`src/arx_pkg.sv`:
```
package arx_pkg;

  localparam int DOUBLE_ROUNDS = 12;
  localparam int NSTAGES = 4 * DOUBLE_ROUNDS;

  localparam logic [31:0] SIGMA_0 = 32'h6F6C6C76;
  localparam logic [31:0] SIGMA_1 = 32'h6D2D6B65;
  localparam logic [31:0] SIGMA_2 = 32'h79323178;
  localparam logic [31:0] SIGMA_3 = 32'h21212121;

  localparam logic [31:0] KEY_0 = 32'h564C4C4F;
  localparam logic [31:0] KEY_1 = 32'h59454B4D;
  localparam logic [31:0] KEY_2 = 32'h21583132;
  localparam logic [31:0] KEY_3 = 32'h21212121;
  localparam logic [31:0] KEY_4 = 32'h2D7BF9A3;
  localparam logic [31:0] KEY_5 = 32'h9FE488C1;
  localparam logic [31:0] KEY_6 = 32'h42DA016E;
  localparam logic [31:0] KEY_7 = 32'h8C7155B3;

  localparam logic [31:0] NONCE_0 = 32'h78563412;
  localparam logic [31:0] NONCE_1 = 32'hF0DEBC9A;
  localparam logic [31:0] NONCE_2 = 32'h44332211;

  typedef logic [15:0][31:0] state_t;

  typedef struct packed {
    state_t      words;
    logic [31:0] ctr;
  } blk_t;

  typedef struct packed {
    logic [31:0] a;
    logic [31:0] b;
    logic [31:0] c;
    logic [31:0] d;
  } quad_t;

  function automatic state_t init_state(input logic [31:0] ctr);
    state_t s;
    s[0]  = SIGMA_0;
    s[1]  = SIGMA_1;
    s[2]  = SIGMA_2;
    s[3]  = SIGMA_3;
    s[4]  = KEY_0;
    s[5]  = KEY_1;
    s[6]  = KEY_2;
    s[7]  = KEY_3;
    s[8]  = KEY_4;
    s[9]  = KEY_5;
    s[10] = KEY_6;
    s[11] = KEY_7;
    s[12] = ctr;
    s[13] = NONCE_0;
    s[14] = NONCE_1;
    s[15] = NONCE_2;
    return s;
  endfunction

  function automatic logic [31:0] rotl32(input logic [31:0] v, input int unsigned n);
    return (v << n) | (v >> (32 - n));
  endfunction

  // one half of a quarter round: two add/xor/rotate steps
  function automatic quad_t qr_half(input logic [31:0] a, input logic [31:0] b,
                                    input logic [31:0] c, input logic [31:0] d,
                                    input int unsigned r1, input int unsigned r2);
    quad_t q;
    q.a = a + b;
    q.d = rotl32(d ^ q.a, r1);
    q.c = c + q.d;
    q.b = rotl32(b ^ q.c, r2);
    return q;
  endfunction

endpackage

```
`src/arx_ifs.sv`:
```


interface arx_ks_if;
  logic        valid;
  logic        ready;
  logic [63:0] stream_bytes_0_7;
  logic [63:0] stream_bytes_8_15;
  logic [63:0] stream_bytes_16_23;
  logic [63:0] stream_bytes_24_31;
  logic [63:0] stream_bytes_32_39;
  logic [63:0] stream_bytes_40_47;
  logic [63:0] stream_bytes_48_55;
  logic [63:0] stream_bytes_56_63;

  modport source (
    output valid, input ready,
    output stream_bytes_0_7, output stream_bytes_8_15,
    output stream_bytes_16_23, output stream_bytes_24_31,
    output stream_bytes_32_39, output stream_bytes_40_47,
    output stream_bytes_48_55, output stream_bytes_56_63
  );
  modport sink (
    input valid, output ready,
    input stream_bytes_0_7, input stream_bytes_8_15,
    input stream_bytes_16_23, input stream_bytes_24_31,
    input stream_bytes_32_39, input stream_bytes_40_47,
    input stream_bytes_48_55, input stream_bytes_56_63
  );
endinterface

```
`src/arx_out_stage.sv`:
```
module arx_out_stage (
  input  logic           clk,
  input  logic           rst,
  input  logic           tail_valid,
  input  arx_pkg::blk_t  tail_blk,
  output logic           advance,
  arx_ks_if.source       ks
);

  logic            valid;
  arx_pkg::state_t res;
  arx_pkg::state_t init;

  assign advance = !valid || ks.ready;
  assign init    = arx_pkg::init_state(tail_blk.ctr);

  always_ff @(posedge clk) begin
    if (rst) begin
      valid <= 1'b0;
    end else if (advance) begin
      valid <= tail_valid;
    end
  end

  // feed-forward add of the initial state
  always_ff @(posedge clk) begin
    if (advance) begin
      for (int i = 0; i < 16; i++) begin
        res[i] <= tail_blk.words[i] + init[i];
      end
    end
  end

  assign ks.valid              = valid;
  assign ks.stream_bytes_0_7   = {res[1], res[0]};
  assign ks.stream_bytes_8_15  = {res[3], res[2]};
  assign ks.stream_bytes_16_23 = {res[5], res[4]};
  assign ks.stream_bytes_24_31 = {res[7], res[6]};
  assign ks.stream_bytes_32_39 = {res[9], res[8]};
  assign ks.stream_bytes_40_47 = {res[11], res[10]};
  assign ks.stream_bytes_48_55 = {res[13], res[12]};
  assign ks.stream_bytes_56_63 = {res[15], res[14]};

endmodule

```
`src/flat_wrapper.sv`:
```
// flat-port wrapper written by rule: the top's interface ports become plain ports
module arx_out_stage_flat 
  (clk, rst, tail_valid, tail_blk, advance, ks_valid, ks_ready, ks_stream_bytes_0_7, ks_stream_bytes_8_15, ks_stream_bytes_16_23, ks_stream_bytes_24_31, ks_stream_bytes_32_39, ks_stream_bytes_40_47, ks_stream_bytes_48_55, ks_stream_bytes_56_63);
  arx_ks_if ks_i ();
  input  logic clk;
  input  logic rst;
  input  logic tail_valid;
  input  arx_pkg::blk_t tail_blk;
  output logic advance;
  output wire logic [$bits(ks_i.valid)-1:0] ks_valid;
  input wire logic [$bits(ks_i.ready)-1:0] ks_ready;
  output wire logic [$bits(ks_i.stream_bytes_0_7)-1:0] ks_stream_bytes_0_7;
  output wire logic [$bits(ks_i.stream_bytes_8_15)-1:0] ks_stream_bytes_8_15;
  output wire logic [$bits(ks_i.stream_bytes_16_23)-1:0] ks_stream_bytes_16_23;
  output wire logic [$bits(ks_i.stream_bytes_24_31)-1:0] ks_stream_bytes_24_31;
  output wire logic [$bits(ks_i.stream_bytes_32_39)-1:0] ks_stream_bytes_32_39;
  output wire logic [$bits(ks_i.stream_bytes_40_47)-1:0] ks_stream_bytes_40_47;
  output wire logic [$bits(ks_i.stream_bytes_48_55)-1:0] ks_stream_bytes_48_55;
  output wire logic [$bits(ks_i.stream_bytes_56_63)-1:0] ks_stream_bytes_56_63;
  assign ks_valid = ks_i.valid;
  assign ks_i.ready = ks_ready;
  assign ks_stream_bytes_0_7 = ks_i.stream_bytes_0_7;
  assign ks_stream_bytes_8_15 = ks_i.stream_bytes_8_15;
  assign ks_stream_bytes_16_23 = ks_i.stream_bytes_16_23;
  assign ks_stream_bytes_24_31 = ks_i.stream_bytes_24_31;
  assign ks_stream_bytes_32_39 = ks_i.stream_bytes_32_39;
  assign ks_stream_bytes_40_47 = ks_i.stream_bytes_40_47;
  assign ks_stream_bytes_48_55 = ks_i.stream_bytes_48_55;
  assign ks_stream_bytes_56_63 = ks_i.stream_bytes_56_63;
  arx_out_stage u_core (.clk(clk), .rst(rst), .tail_valid(tail_valid), .tail_blk(tail_blk), .advance(advance), .ks(ks_i));
endmodule
```
`config.mk`:
```
export PLATFORM = sky130hd
export DESIGN_NAME = arx_out_stage_flat
export DESIGN_NICKNAME = d
export VERILOG_FILES = /design/src/arx_pkg.sv /design/src/arx_ifs.sv /design/src/arx_out_stage.sv /design/src/flat_wrapper.sv
export SDC_FILE = /design/constraint.sdc
export NUM_CORES = 1
export LEC_CHECK = 0
export BUFFER_PORTS_ARGS = -buffer_cell sky130_fd_sc_hd__buf_2
export CAP_MARGIN = 20
export CORE_AREA = 2 2 415 417
export DETAILED_ROUTE_END_ITERATION = 6
export DIE_AREA = 0 0 417 419
export PLACE_DENSITY = 0.34
export SYNTH_ARGS = -nofsm -noshare
export SYNTH_HDL_FRONTEND = slang
export SYNTH_SLANG_ARGS = --single-unit
```
`constraint.sdc`:
```
create_clock -name clk -period 20.2 [get_ports clk]
set_input_delay 0 -clock clk [delete_from_list [all_inputs] [get_ports clk]]
set_output_delay 0 -clock clk [all_outputs]
set_load 0.02 [all_outputs]
```
==> results_dict.tcl <==
set metrics [dict create \
    outcome "complete, no violations" \
    finalWorstPathRequiredPeriod_ns 4.25 \
    clock_sinks 513 \
    finalCoreUtilization 0.268 \
    grt_max_degree 156 \
    via_count_of_the_routed_design 25213 \
    first_global_vias 25691 \
    vias_per_cell 3.88 \
    wire_length_of_the_first_global_routing_pass_um 179000 \
    io_pins 1062 \
    crit_chain "nand2b_4 > buf_12 > buf_4 > buf_4 > buf_4" \
    rsz0062_at_grt "false" \
    dieArea_um2 175000 \
    detailedPlace.worstSlack_ns 15.92 \
    final_nets 4792 \
    critical_path_arrival_ns 4.53 \
    ys_seq_elements 513 \
    syn-instance-count 2128 \
    cts.htree.levels 3 \
    power_leakage_nw 18.6 \
    synth_fp_nets 2723 \
    post_synth_num_cell_types 83 \
    place_hpwl_um 103000 \
    timing.critical_path.from_type "register" \
    cts.hold.buffers_added 938 \
    slew_headroom 0.228 \
    area_growth_syn_to_layout_pct 76.3 \
    worst_setup_margin_ns 15.95 \
    grt_usage 0.140 \
    clock_network_latency_to_the_later_pin_of_the_worst_skew_pair_ns 0.66 \
    placeableCoreArea_um2 171000 \
    yosys-top-cells-area "sky130_fd_sc_hd__edfxtp_1 59%, sky130_fd_sc_hd__xnor2_1 8.2%, sky130_fd_sc_hd__xor2_1 6.2%" \
    ys.flop_type "sky130_fd_sc_hd__edfxtp_1" \
    fmax_ghz 0.235 \
    timing.critical_path.fanout_max 155 \
    holdWs_ns 0.0894 \
    synthesis.area_um2 25900 \
    drv_cap 0 \
    hold_violations 0 \
    synth-seq-area-share 0.594 \
    vdd_drop_max_mv 0.0471 \
    antenna_violating_nets_post_route 0 \
    tritoncts "built" \
    cts.repair_timing.setup_buffer_count 0 \
    grt_antenna_before_repair 13 \
    cp_slowest_cell "sky130_fd_sc_hd__buf_4" \
    place_congestion 0.867 \
    worst_setup_hold_path_clk_slew_ns 0.06 \
    timing_worst_slew_pin_value_ns 1.16 \
    critical-path-max-stage-delay_ns 0.75 \
    synth_enable_flop_cells 512 \
    powerDensity_nw_per_um2 76.6 \
    sum_of_negative_setup_slack_ns 0 \
    row_count 152 \
    yosys.area.top_type "sky130_fd_sc_hd__edfxtp_1" \
    finalWirelength_um 128000 \
    final-setup-viol-count 0 \
    netlist.area_leader.share 0.593 \
    drt_iter0_markers 1324 \
    hold_path.class "input pin to register" \
    floorplan.die.width_um 417 \
    post_cts_resized 0 \
    postSynth.asyncResetShare 0 \
    detail_route.wl_per_cell_um 19.7 \
    drive_above_1_share 0.283 \
    cp_common_cell "sky130_fd_sc_hd__buf_4" \
    criticalPathCategory "register to register" \
    drt_pass1_iterations 6 \
    final.period_utilization 0.211 \
    ys.warnings.count 0 \
    initial_core_utilization 0.152 \
    maxSlewViolCount 0 \
    ctsRootBufferMaster "sky130_fd_sc_hd__clkbuf_16" \
    avgSynthCellArea_um2 12.2 \
    buffer_ports.inserted 1061 \
    worstPathRequired_ns 20.48 \
    clockBufferDepth 3 \
    worstSetupEndpointType "register" \
    number_of_buffers_created_by_cts 72 \
    dieHeight_um 419 \
    fin_skew_ns 0.0371 \
    grt.overflow.total 0 \
    drc 0 \
]
-- path summary, 6_finish.rpt --
kind	slack [ns]	endpoint	startpoint	depth (start not counted)
setup / recovery	15.95	u_core.ks.stream_bytes_40_47[26]	u_core.ks.valid	5
hold / removal	0.09	u_core.ks.stream_bytes_48_55[7]	tail_blk[6]	4
setup reg to reg	15.95	u_core.ks.stream_bytes_40_47[26]	u_core.ks.valid	5
hold reg to reg	0.93	u_core.ks.stream_bytes_16_23[35]	u_core.ks.valid	1
-- kinds of logic after synthesis --
group	synth area share
muxes	0.000772
and+or+nand+nor	0.115
buffers and inverters	0.0110
adders and majority gates	0.0230
AOI/OAI and AO/OA	0.112
xor gates and xnor gates	0.145
DFF	0.594
-- synth_stat cells, types with 13 or more instances --
cell type and n:
sky130_fd_sc_hd__o31ai_1 18, sky130_fd_sc_hd__nand4_1 27, sky130_fd_sc_hd__ha_1 46, sky130_fd_sc_hd__xnor2_1 244
sky130_fd_sc_hd__nor3_1 42, sky130_fd_sc_hd__and3_1 22, sky130_fd_sc_hd__nand2b_1 27, sky130_fd_sc_hd__a31oi_1 26
sky130_fd_sc_hd__a21o_1 19, sky130_fd_sc_hd__nand2_1 178, sky130_fd_sc_hd__a211o_1 13, sky130_fd_sc_hd__o21ai_0 107
sky130_fd_sc_hd__o21bai_1 25, sky130_fd_sc_hd__inv_1 63, sky130_fd_sc_hd__xor2_1 185, sky130_fd_sc_hd__nand3_1 60
sky130_fd_sc_hd__and2_1 15, sky130_fd_sc_hd__nor2_1 170, sky130_fd_sc_hd__o211ai_1 15, sky130_fd_sc_hd__nor4_1 13
sky130_fd_sc_hd__a21oi_1 102, sky130_fd_sc_hd__edfxtp_1 512
-- routing by layer --
layer / vias up / global-route usage / routed length [um]
met4: 2 / 0.0448 / 3790
met5: - / 0 / 11
met2: 774 / 0.253 / 65700
met1: 12239 / 0.161 / 51000
met3: 153 / 0.0318 / 7050
li1: 12045 / - / -
-- worst max-delay path, delay by kind of cell, from the launching register on --
kind / cells / cell delay [ns]
simple gates: 1 / 0.37
buf+inv: 4 / 2.65
flops: 1 / 0.34
-- flip-flops by register name (all words and copies together), names as in the netlist --
| register | flops |
|---|---|
| u_core.ks.valid | 1 |
| u_core.ks.stream_bytes_56_63 | 64 |
| u_core.ks.stream_bytes_48_55 | 64 |
| u_core.ks.stream_bytes_16_23 | 64 |
| u_core.ks.stream_bytes_40_47 | 64 |
| u_core.ks.stream_bytes_8_15 | 64 |
| u_core.ks.stream_bytes_24_31 | 64 |
| u_core.ks.stream_bytes_0_7 | 64 |
| u_core.ks.stream_bytes_32_39 | 64 |
-- layout make-up --
type / instances / area, um2
antenna: 11 / 27.5
clock buffer: 87 / 1870
clock inverter: 39 / 354
fill: 18254 / 125000
inverter: 63 / 236
multi-input combinational: 1539 / 10300
sequential: 513 / 15400
tap: 2233 / 2790
timing repair buffer: 2008 / 14800
-- per-stage QoR --
stage          power [W]  std cells  cell area (um2)
6_report         0.00350       6493            45700
5_1_grt          0.00367       6489            45700
4_1_cts          0.00357       6482            45700
3_5_place_dp     0.00209       5418            34100
3_3_place_gp     0.00209       5418            34100
2_1_floorplan    0.00176       2128            25900
-- power breakdown --
part | leakage (nW) | switching, W | internal (W) | total, W
logic | 12.2 | 0.000506 | 0.000393 | 0.000899
registers | 5.31 | 0.0000428 | 0.00132 | 0.00137
clock network | 1.08 | 0.000532 | 0.000702 | 0.00123
-- layout by cell type (no fill, tap or decap), drive strengths merged, types with 8 or more instances in the layout --
cell | Yosys | final
xor2 | 185 | 185
buf | 1 | 1070
o41ai | 8 | 8
a211oi | 9 | 9
clkinv | 0 | 30
xnor2 | 244 | 244
and3 | 23 | 23
o21bai | 25 | 25
o31a | 8 | 8
nand2b | 27 | 27
nor3 | 42 | 42
a21o | 19 | 19
nor4 | 13 | 13
inv | 63 | 67
dlygate4sd3 | 0 | 938
a21boi | 8 | 8
nor2 | 170 | 170
o21a | 12 | 12
nand3 | 61 | 61
clkbuf | 12 | 87
a31oi | 30 | 30
nand2 | 178 | 178
edfxtp | 512 | 512
o31ai | 19 | 19
a21oi | 102 | 102
or2 | 13 | 13
a211o | 13 | 13
nor2b | 10 | 10
nor3b | 8 | 8
o211ai | 15 | 15
o21ai | 119 | 119
ha | 46 | 46
nand4 | 27 | 27
diode | 0 | 11
and2 | 15 | 15
or3 | 12 | 12
Note: power is estimated with default switching activity, not from simulation.
